`src/rtl/aes_pkg.sv`:
```
// aes_pkg: shared widths, sideband type and saturation helper for the ADSR envelope pipeline.
// No dependencies.
package aes_pkg;

    localparam int FRAC_BITS = 16;
    localparam int TIME_W    = 32;
    localparam int LVL_W     = 16;
    localparam int LVL_MAX   = (1 << (LVL_W - 1)) - 1;
    localparam int LVL_MIN   = -(1 << (LVL_W - 1));

    typedef logic signed [LVL_W-1:0] aes_lvl_t;

    typedef struct packed {
        aes_lvl_t from_lvl;
        aes_lvl_t to_lvl;
        aes_lvl_t end_lvl;
        logic     rel_pass;
        logic     rel_end;
    } aes_side_t;

    function automatic aes_lvl_t aes_sat(input logic signed [LVL_W+1:0] v);
        aes_lvl_t r;
        if (v > (LVL_W+2)'(LVL_MAX))
            r = aes_lvl_t'(LVL_MAX);
        else if (v < (LVL_W+2)'(LVL_MIN))
            r = aes_lvl_t'(LVL_MIN);
        else
            r = v[LVL_W-1:0];
        return r;
    endfunction

endpackage

```
`src/rtl/aes_lerp.sv`:
```
// aes_lerp: two-stage linear interpolation, multiply then round, add and saturate.
// Depends on aes_pkg.
module aes_lerp
    import aes_pkg::*;
(
    input  logic                 clk,
    input  logic                 rst_n,
    input  logic                 in_valid,
    input  aes_lvl_t             from_lvl,
    input  aes_lvl_t             to_lvl,
    input  logic [FRAC_BITS-1:0] frac,
    output logic                 out_valid,
    output aes_lvl_t             result
);

    localparam int PW = LVL_W + FRAC_BITS + 2;

    logic signed [LVL_W:0]   delta;
    logic signed [PW-1:0]    prod_next;
    logic signed [PW-1:0]    prod_reg;
    aes_lvl_t                from_reg;
    logic                    v1_reg;
    logic signed [PW-1:0]    rounded;
    logic signed [LVL_W+1:0] step;
    logic signed [LVL_W+1:0] sum;
    aes_lvl_t                result_reg;
    logic                    v2_reg;

    assign delta     = (LVL_W+1)'(to_lvl) - (LVL_W+1)'(from_lvl);
    assign prod_next = PW'(delta) * PW'($signed({1'b0, frac}));

    assign rounded = prod_reg + PW'(1 << (FRAC_BITS - 1));
    assign step    = rounded[FRAC_BITS+LVL_W+1:FRAC_BITS];
    assign sum     = (LVL_W+2)'(from_reg) + step;

    always_ff @(posedge clk or negedge rst_n)
    begin
        if (!rst_n)
        begin
            v1_reg <= 1'b0;
            v2_reg <= 1'b0;
        end
        else
        begin
            v1_reg <= in_valid;
            v2_reg <= v1_reg;
        end
    end

    always_ff @(posedge clk)
    begin
        prod_reg   <= prod_next;
        from_reg   <= from_lvl;
        result_reg <= aes_sat(sum);
    end

    assign out_valid = v2_reg;
    assign result    = result_reg;

    a_lat: assert property (@(posedge clk) disable iff (!rst_n)
        out_valid |-> $past(in_valid, 2))
        else $error("interpolator beat without input");
    a_in_to_mid: assert property (@(posedge clk) disable iff (!rst_n)
        in_valid |=> v1_reg)
        else $error("interpolator dropped a beat at the multiply stage");
    a_mid_to_out: assert property (@(posedge clk) disable iff (!rst_n)
        v1_reg |=> out_valid)
        else $error("interpolator dropped a beat at the round stage");

endmodule

```
`config.mk`:
```
export PLATFORM = sky130hd
export DESIGN_NAME = aes_lerp
export DESIGN_NICKNAME = d
export VERILOG_FILES = /design/src/rtl/aes_pkg.sv /design/src/rtl/aes_lerp.sv
export SDC_FILE = /design/constraint.sdc
export NUM_CORES = 1
export LEC_CHECK = 0
export BUFFER_PORTS_ARGS = -buffer_cell sky130_fd_sc_hd__buf_4
export CAP_MARGIN = 30
export CORE_ASPECT_RATIO = 1.4
export CORE_UTILIZATION = 40
export CTS_CLUSTER_SIZE = 16
export DETAILED_ROUTE_END_ITERATION = 6
export PLACE_DENSITY = 0.63
export RECOVER_POWER = 25
export SETUP_SLACK_MARGIN = 0.3
export SLEW_MARGIN = 0
export SYNTH_ARGS = -nofsm -noshare
export SYNTH_HDL_FRONTEND = slang
export SYNTH_SLANG_ARGS = --single-unit
```
`constraint.sdc`:
```
create_clock -name clk -period 3.06 [get_ports clk]
set_input_delay 0.153 -clock clk [delete_from_list [all_inputs] [get_ports clk]]
set_output_delay 0.153 -clock clk [all_outputs]
set_load 0.05 [all_outputs]
```
==> run_results.csv <==
group,metric,value,unit
status,status,"complete, but fails checks",
status,violations,"setup timing",
routing,wl,36.22,mm
synth,netlist_instances,1521,
layout,synthToLayoutAreaGrowth,35.13,%
setup_path,end_kind,"flop",
synth,avgSynthCellArea,8.898,um2
routing,dr.pass1.iters,5,
timing,rsz0062_at_grt,"true",
layout,layout_common_cells,"inv_1 (344), buf_4 (332), fa_1 (262)",
global_route,globalRouteOverflowTotal,0,
clock_network,cts-buffers-inserted,5,
synth,synthArstFlopShare,0.03774,
synth,syn-num-nets,1964,
timing,worst_slew_pin_slew,0.5236,ns
setup_path,start_kind,"input port",
setup_path,crit_type,"input port to flop",
placement,pre_cts_ws,-4.758,ns
clock_network,cts.sinks,53,
routing,first_iter_violations,413,
timing,setup_tns,-77.32,ns
die,io_pins,68,
timing,fmax,135.5,MHz
layout,final_area,18290,um2
setup_path,crit_buf_inv,11,
setup_path,crit_path_start,"to_lvl[0]",
global_route,grt_first_pass_wirelength,59.64,mm
routing,drc,0,
job,drv_cap,0,
timing,final_max_slew_viol_count,0,
clock_network,cts_buffer_depth,2,
die,core_area,33310,um2
synth,synth_top_area_share,0.4038,
global_route,antenna_found_initial,0,
timing,setup_slack,-4.320,ns
synth,synth-seq-cells,53,
setup_path,critical-path-max-stage-delay,0.55,ns
placement,placedInstanceArea,17020,um2
setup_path,crit_family,"adder cells",
synth,synth-edff-count,0,
global_route,grt_max_degree,17,
clock_network,root_buffer,"clkbuf_16",
timing,skew,0.008011,ns
die,rows,79,
placement,io_buffers,67,
setup_path,reg2reg_from,"prod_reg[17]",
layout,largest_register_ffs,19,
clock_network,path_clk_slew,0.07,ns
timing,setup_viol,35,
worst_hold_path,holdPathEnd,"from_reg[7]",
die,die-area,34590,um2
synth,yosys_warnings,0,
die,die_y,219.6,um
setup_path,rrSetupSlack,-0.36,ns
synth,synth_area_leaders,"fa_1 (40%), ha_1 (11%), inv_1 (10%), dfxtp_1 (7.5%), and2_1 (5.0%)",
routing,vias,11368,
placement,gp_congestion,0.8974,
timing,hold_violations,0,
synth,synth_cell_types,67,
worst_hold_path,hold_depth,1,
clock_network,cts_tree,"built",
global_route,grt_usage,0.2203,
synth,ys_seq_area_frac,0.07913,
synth,ys.flop_type,"dfxtp_1",
placement,dp_hpwl,31.17,mm
timing,finalCriticalPeriod,7.380,ns
synth,syn_area,13530,um2
die,die_w,157.5,um
worst_hold_path,hp-start,"from_lvl[7]",
clock_network,insertion_delay,0.29,ns
synth,yosysTopAreaCell,"fa_1",
setup_path,path_max_fanout,2,
placement,dp_cells,2271,
setup_path,r2r_end,"result[10]",
layout,num-fill-cells,2994,
timing,period_share,2.412,
layout,fin_nets,2324,
worst_hold_path,hold_class,"input port to flop",
layout,drive_gt1_frac,0.3018,
routing,ant_nets,0,
setup_path,rr_worst_depth,18,
routing,via_per_inst,4.885,
global_route,grt_pass1_vias,12666,
setup_path,cp_data_arrival_time,7.55,ns
layout,layout_commonest_cell,"inv_1",
clock_network,h-tree-depth,2,
layout,finalNonFillerCells,2327,
routing,routedWlPerCell,15.57,um
setup_path,cp.required,3.23,ns
layout,n_antenna_cell,0,
timing,slew_headroom,0.6492,
die,initial_core_util,0.4063,
setup_path,cp_slowest_cell,"fa_2",
## metal layers
| metal | track usage | part of all wire | vias up |
|---|---|---|---|
| met2 | 0.4575 | 0.58 | 184 |
| met1 | 0.2231 | 0.36 | 5731 |
| li1 | - | - | 5361 |
| met5 | 0 | 0 | - |
| met3 | 0.01259 | 0.018 | 92 |
| met4 | 0.08220 | 0.042 | 0 |
## worst max path at each step
stage | to | depth (start not counted)
final | prod_reg[33] | 35
after global routing | prod_reg[33] | 35
after CTS | prod_reg[33] | 35
after detailed placement | prod_reg[33] | 34
after global placement | prod_reg[33] | 34
after floorplan | prod_reg[33] | 31
## cell families after synthesis
family                   Yosys count  synth area share
buffers and inverters            405            0.1135
adder cells (fa/ha/maj)          397            0.5175
XOR/XNOR                          69           0.04521
AND/OR/NAND/NOR                  433            0.1622
AO/OA/AOI/OAI                    163           0.08163
multiplexers                       1         0.0007396
flip-flops                        53           0.07913
## layout make-up
| class | count | area [um2] | share of cell area |
|---|---|---|---|
| inverters | 360 | 1364 | 0.07457 |
| clock buffers | 6 | 128.9 | 0.007047 |
| repair buffers | 397 | 3279 | 0.1793 |
| multi-input cells | 1064 | 11850 | 0.6479 |
| flip-flops and latches | 53 | 1075 | 0.05877 |
| clock inverters | 2 | 35.03 | 0.001916 |
| well taps | 445 | 556.8 | 0.03044 |
## worst reg2reg max path: stages, from the launching register on
cell,delay (ns)
dfxtp_2,0.33
and3_4,0.17
and3_4,0.18
and2_4,0.14
nand4_1,0.12
buf_4,0.19
nand2b_4,0.16
xnor2_4,0.16
ha_4,0.23
a21o_1,0.17
a31oi_1,0.16
nor2b_1,0.08
a311oi_2,0.27
o21ai_2,0.11
xor2_2,0.19
buf_6,0.14
buf_12,0.12
o21ai_4,0.27
o21ai_1,0.11
## synthesized netlist by cell type, types with 7 or more instances
library cell / n
inv_1: 360
fa_1: 273
nand2_1: 168
ha_1: 119
and2_1: 109
dfxtp_1: 51
xnor2_1: 50
a21oi_1: 47
clkbuf_1: 35
nor2_1: 32
nand3_1: 28
nor2b_1: 28
o21ai_0: 28
xor2_1: 18
nand2b_1: 15
a21o_1: 14
and3_1: 13
nor3_1: 13
a211oi_1: 10
o21ai_1: 10
buf_2: 7
## metrics by stage
stage / hold slack (ns) / utilization
2_1_floorplan: -0.1426 / -
3_3_place_gp: -0.06533 / 0.5108
3_5_place_dp: -0.06322 / 0.5108
4_1_cts: 0.005861 / 0.5378
5_1_grt: 0.06544 / 0.5490
6_report: 0.06331 / 0.5490
## what timing repair did
| item | CTS | global route |
|---|---|---|
| hold buffers | 9 | 0 |
| resized for setup | 96 | 54 |
| pin swaps | 76 | 55 |
| cloned | 2 | 0 |
| endpoints found under the setup margin | 35 | 35 |
| buffers inserted | 20 | 17 |
| hold endpoints to repair | 10 | 0 |
Power is left out: the tool's default activity adds up to more than one toggle a clock period on the data nets, which glitch-free logic cannot reach.
