File: src/rtl/aes_pkg.sv
// aes_pkg: shared widths, sideband type and saturation helper for the ADSR envelope pipeline.
// No dependencies.
package aes_pkg;

    localparam int FRAC_BITS = 16;
    localparam int TIME_W    = 32;
    localparam int LVL_W     = 16;
    localparam int LVL_MAX   = (1 << (LVL_W - 1)) - 1;
    localparam int LVL_MIN   = -(1 << (LVL_W - 1));

    typedef logic signed [LVL_W-1:0] aes_lvl_t;

    typedef struct packed {
        aes_lvl_t from_lvl;
        aes_lvl_t to_lvl;
        aes_lvl_t end_lvl;
        logic     rel_pass;
        logic     rel_end;
    } aes_side_t;

    function automatic aes_lvl_t aes_sat(input logic signed [LVL_W+1:0] v);
        aes_lvl_t r;
        if (v > (LVL_W+2)'(LVL_MAX))
            r = aes_lvl_t'(LVL_MAX);
        else if (v < (LVL_W+2)'(LVL_MIN))
            r = aes_lvl_t'(LVL_MIN);
        else
            r = v[LVL_W-1:0];
        return r;
    endfunction

endpackage

File: src/rtl/aes_div.sv
// aes_div: pipelined restoring divider, one quotient bit per stage, FRAC_BITS stages.
// Gives floor(num * 2^FRAC_BITS / den) for num < den. Depends on aes_pkg.
module aes_div
    import aes_pkg::*;
(
    input  logic                 clk,
    input  logic                 rst_n,
    input  logic                 in_valid,
    input  logic [TIME_W-1:0]    num,
    input  logic [TIME_W-1:0]    den,
    output logic                 out_valid,
    output logic [FRAC_BITS-1:0] quot
);

    logic [TIME_W-1:0]    rem_reg  [FRAC_BITS];
    logic [TIME_W-1:0]    den_reg  [FRAC_BITS];
    logic [FRAC_BITS-1:0] q_reg    [FRAC_BITS];
    logic                 v_reg    [FRAC_BITS];

    genvar s;
    generate
        for (s = 0; s < FRAC_BITS; s++)
        begin : g_stage
            logic [TIME_W-1:0]    rem_prev;
            logic [TIME_W-1:0]    den_prev;
            logic [FRAC_BITS-1:0] q_prev;
            logic                 v_prev;
            logic [TIME_W+1:0]    diff;
            logic                 ge;

            if (s == 0)
            begin : g_first
                assign rem_prev = num;
                assign den_prev = den;
                assign q_prev   = '0;
                assign v_prev   = in_valid;
            end
            else
            begin : g_rest
                assign rem_prev = rem_reg[s-1];
                assign den_prev = den_reg[s-1];
                assign q_prev   = q_reg[s-1];
                assign v_prev   = v_reg[s-1];
            end

            assign diff = {1'b0, rem_prev, 1'b0} - {2'b00, den_prev};
            assign ge   = ~diff[TIME_W+1];

            always_ff @(posedge clk or negedge rst_n)
            begin
                if (!rst_n)
                    v_reg[s] <= 1'b0;
                else
                    v_reg[s] <= v_prev;
            end

            always_ff @(posedge clk)
            begin
                rem_reg[s] <= ge ? diff[TIME_W-1:0] : {rem_prev[TIME_W-2:0], 1'b0};
                den_reg[s] <= den_prev;
                q_reg[s]   <= {q_prev[FRAC_BITS-2:0], ge};
            end
        end
    endgenerate

    assign out_valid = v_reg[FRAC_BITS-1];
    assign quot      = q_reg[FRAC_BITS-1];

    a_rem_below: assert property (@(posedge clk) disable iff (!rst_n)
        v_reg[0] |-> rem_reg[0] < den_reg[0])
        else $error("divider remainder not below divisor");
    a_last_rem: assert property (@(posedge clk) disable iff (!rst_n)
        out_valid |-> rem_reg[FRAC_BITS-1] < den_reg[FRAC_BITS-1])
        else $error("final remainder not below divisor");
    a_latency: assert property (@(posedge clk) disable iff (!rst_n)
        out_valid |-> $past(in_valid, FRAC_BITS))
        else $error("divider beat without input");

endmodule

File: config.mk
export PLATFORM = sky130hd
export DESIGN_NAME = aes_div
export DESIGN_NICKNAME = d
export VERILOG_FILES = /design/src/rtl/aes_pkg.sv /design/src/rtl/aes_div.sv
export SDC_FILE = /design/constraint.sdc
export NUM_CORES = 2
export LEC_CHECK = 0
export ABC_AREA = 0
export BUFFER_PORTS_ARGS = -buffer_cell sky130_fd_sc_hd__clkbuf_2
export CORE_AREA = 5 5 309 311
export DETAILED_ROUTE_END_ITERATION = 8
export DIE_AREA = 0 0 314 316
export GPL_TIMING_DRIVEN = 0
export PLACE_DENSITY = 0.84
export SYNTH_ARGS = -nofsm -noshare
export SYNTH_HDL_FRONTEND = slang
export SYNTH_SLANG_ARGS = --single-unit
export TNS_END_PERCENT = 30
File: constraint.sdc
create_clock -name clk -period 3.75 [get_ports clk]
set_clock_uncertainty 0.05 [all_clocks]
set_input_delay 0.1875 -clock clk [delete_from_list [all_inputs] [get_ports clk]]
set_output_delay 0.1875 -clock clk [all_outputs]
set_load 0.03 [all_outputs]
==> key figures <==
Synth
  • Synthesized instance count: 5577
  • Xor/xnor share of the synthesized area: 6.83%
  • Sequential fraction of the synthesis area: 42.7%
  • Post-Synth Simple-Gate Area: 9.38%
  • Distinct cell type count after synthesis: 75
  • Main combinational cell family by area after synthesis: compound AO/OA/AOI/OAI gates
  • Compound-Gate Fraction of Synth Area: 18.3%
  • Area share of fa/ha/maj cells after synthesis: 12.4%
  • Syn Nets: 6155
  • EDFF count, synth: 0
  • Mapped Area: between 0.05 and 0.06 mm2
  • Total number of yosys warnings: 0
  • Top_reg_cell synth: dfxtp_1
  • Synth async-reset ratio: 1.44%
  • Mux contribution to synthesized area: 5.06%
  • Syn Area/Cell: 9.38 um2
  • Yosys reg bits: 1112

Critical path
  • R2R Setup Slk: -0.23 ns
  • Reg-to-reg endpoint: rem_reg[0][157]$_DFF_P_
  • CP arrival: roughly 4.5 ns
  • Worst Path Buf+Inv: 3
  • CP Data Required Time: around 4.3 ns
  • Max Fanout on Critical Path: 8
  • Cell chain of the critical path: inv_2 > ha_4 > nor2b_4 > o31a_1 > o32ai_4 > o31a_1 > a211oi_2 > a221o_1 > a311o_1 > a211o_1 > a21o_1 > a211oi_4 > buf_12 > buf_12 > mux2_4
  • Worst setup path start: den_reg[3][1]$_DFF_P_
  • Reg-to-Reg Start: den_reg[3][1]$_DFF_P_
  • Crit path capture type: register
  • Highest-delay cell along the critical path: a311o_1
  • Critical path's top delay family: compound AO/OA/AOI/OAI gates
  • Max incr delay on CP: between 0.4 and 0.5 ns
  • Path type of the worst setup path: reg2reg
  • Worst Reg-to-Reg Cells: 15
  • Levels on crit path: 15
  • CP Launch Type: register
  • Setup crit end: rem_reg[0][157]$_DFF_P_

Cells and area
  • Antenna fix cells: 0
  • Commonest non-fill, non-tap cells in the layout: 1094 x dfxtp_1, 604 x inv_1, 493 x ha_1
  • Synth-to-Final Area Change: 15.0%
  • Fillers: a little over 7000
  • Register Area: 0.0223 mm2
  • Area occupied by multi-input gates: around 0.028 mm2
  • Final net count: 6458
  • Most common cell after layout, fill and taps aside: dfxtp_1
  • Fraction of layout cells with a size suffix above 1: 12.1%

Clocking
  • Clock sinks: 1112
  • CTS clk-pin slew, worst paths: around 0.06 ns
  • CTS root buffer: clkbuf_16
  • Worst skew pair latency: 0.68 ns
  • Max clock buf depth: 3
  • Total CTS buffers: 110
  • TritonCTS clock tree: yes
  • Htree depth: 3

Global routing
  • Number of global-route vias before repair: 41000
  • Initial antenna violation count: 0
  • Largest net degree at the start of global routing: 17
  • Global Route Usage Sum: 22.7%
  • Total grt overflow: 0
  • First-pass GRT wire length: 189000 um

Timing
  • Setup_tns: -6.19 ns
  • Final min period: between 3 and 4 ns
  • Final hold slack: between 0.04 and 0.05 ns
  • Final Worst Setup Slack: -0.233 ns
  • Final setup fails: 33
  • Maximum clock frequency: 251 MHz
  • RSZ-0062 raised after global routing: true
  • Final Cycle Share: 106%
  • Slew Viols, Final: 0
  • Slew @ Worst Pin: approximately 1.2 ns
  • Fin. Hold Viols: 0
  • Slew HR: 16.4%

Power
  • Cell Pwr Density: 992 mW/mm2
  • Pleak: 0.0284 uW
  • Max IR drop VDD: roughly 0.0005 V

Floorplan
  • Initial Utilization: 56.5%
  • DIE HEIGHT: 316 um
  • FP Rows: about 110
  • Core area: 0.0925 mm2
  • Top Ports: 84
  • Die ar.: 0.0992 mm2
  • Die Width: 314 um

Drt
  • Antenna Nets Post-Route: 0
  • Drt first pass iters: 5
  • DRT Wirelength: 116000 um
  • DR vias/cell: 5.54
  • Remaining DRCs: 0
  • Number of DRC markers in iteration 0: 1845
  • Vias: between 30000 and 40000
  • Routed len/inst: 16.1 um

Min path
  • Hold Path Class: in2reg
  • Hold path startpoint: num[5]

Outcome
  • Outcome: finished, violations left
  • Failing checks: negative setup slack

Placement
  • Detailed Place HPWL: roughly 86000 um
  • Port bufs: 83
  • Gpl congestion: 0.967
  • Dpl ws: -2.23 ns

Job
  • Max cap viols: 0
## routing by layer
| layer | wire length, um | global-route usage [%] | vias up | share of wire (%) |
|---|---|---|---|---|
| li1 | - | - | 19900 | - |
| met1 | 42300 | 22.0 | 18400 | 37 |
| met2 | 60800 | 44.3 | 962 | 53 |
| met3 | 3420 | 2.60 | 420 | 3.0 |
| met4 | 9240 | 16.2 | 0 | 8.0 |
| met5 | 0 | 0 | - | 0 |
## worst min path at each step
stage / end / cells past startpoint / slack [ns]
finish: rem_reg[0][6]$_DFF_P_ / 4 / 0.05
global route: den_reg[0][6]$_DFF_P_ / 2 / 0.08
CTS: rem_reg[0][6]$_DFF_P_ / 3 / -0.36
floorplan: g_stage[10].v_prev$_DFF_PN0_ / 0 / -0.16
global placement: g_stage[1].v_prev$_DFF_PN0_ / 1 / 0.06
detailed placement: g_stage[3].v_prev$_DFF_PN0_ / 1 / 0.09
## cell type report
class                           instances  share of cell area, %
Inverter                              607                   3.80
Sequential cell                      1112                   37.2
Clock buffer                          149                   5.14
Buffer                                109                   1.10
Multi-Input combinational cell       3743                   46.6
Clock inverter                         51                   1.12
Timing Repair Buffer                  197                   2.61
Tap cell                             1197                   2.49
## stage by stage
| stage | instances | utilization, % | total power (uW) | instance area (um2) |
|---|---|---|---|---|
| floorplan | 5577 | - | 39700 | 52300 |
| global placement | 6857 | 58.6 | 45200 | 54200 |
| detailed placement | 6858 | 58.7 | 45900 | 54200 |
| CTS | 7157 | 64.6 | 59000 | 59700 |
| global route | 7165 | 65.0 | 64100 | 60200 |
| finish | 7165 | 65.0 | 59700 | 60200 |
## logic make-up (layout without fill, tap and decap cells)
kind of cell,Yosys count,in the layout
DFF,1112,1112
and+or+nand+nor,1056,1056
xor gates and xnor gates,408,408
adders and majority gates,511,511
muxes,236,236
buffers and inverters,723,1113
AOI/OAI and AO/OA,1531,1532
## report_power, final
| part | total (uW) | switching, uW | internal (uW) | leakage [uW] |
|---|---|---|---|---|
| clock network | 11200 | 4480 | 6730 | 0.00184 |
| logic | 30900 | 16500 | 14400 | 0.0171 |
| registers | 17600 | 1860 | 15700 | 0.00943 |
| total | 59700 | 22800 | 36800 | 0.0284 |
## cells in the mapped netlist (all sizes together) (20+ instances only)
master | number | share of area [%]
xor2 | 161 | 2.7
nand3 | 91 | 0.87
a31oi | 51 | 0.61
nand2 | 325 | 2.3
o21ai | 351 | 3.4
mux2 | 228 | 4.9
or3 | 20 | 0.24
nor3 | 51 | 0.49
o21a | 56 | 0.80
clkbuf | 100 | 0.72
ha | 496 | 12
inv | 607 | 4.4
xnor2 | 247 | 4.1
o21bai | 56 | 0.80
and3 | 49 | 0.59
a21o | 252 | 3.6
and2 | 20 | 0.24
a21oi | 485 | 4.6
nor2 | 298 | 2.1
nand2b | 63 | 0.75
a211oi | 48 | 0.71
dfxtp | 1096 | 42
nand4 | 41 | 0.49
o31ai | 32 | 0.46
nor2b | 60 | 0.72
## tightest hold or removal path: cells and delay by family
family,cells,cell delay (ns)
AOI/OAI and AO/OA,1,0.12
adders and majority gates,1,0.26
buffers and inverters,1,0.09
xor gates and xnor gates,1,0.09
## what timing repair did
item,in CTS,in global routing
setup endpoints to repair,465,432
resized for setup,193,106
hold buffers,68,1
endpoints found under the hold margin,81,1
pin swaps,27,26
cloned,1,2
buffers inserted,34,8
No activity file was read; power rests on OpenSTA's default activity.
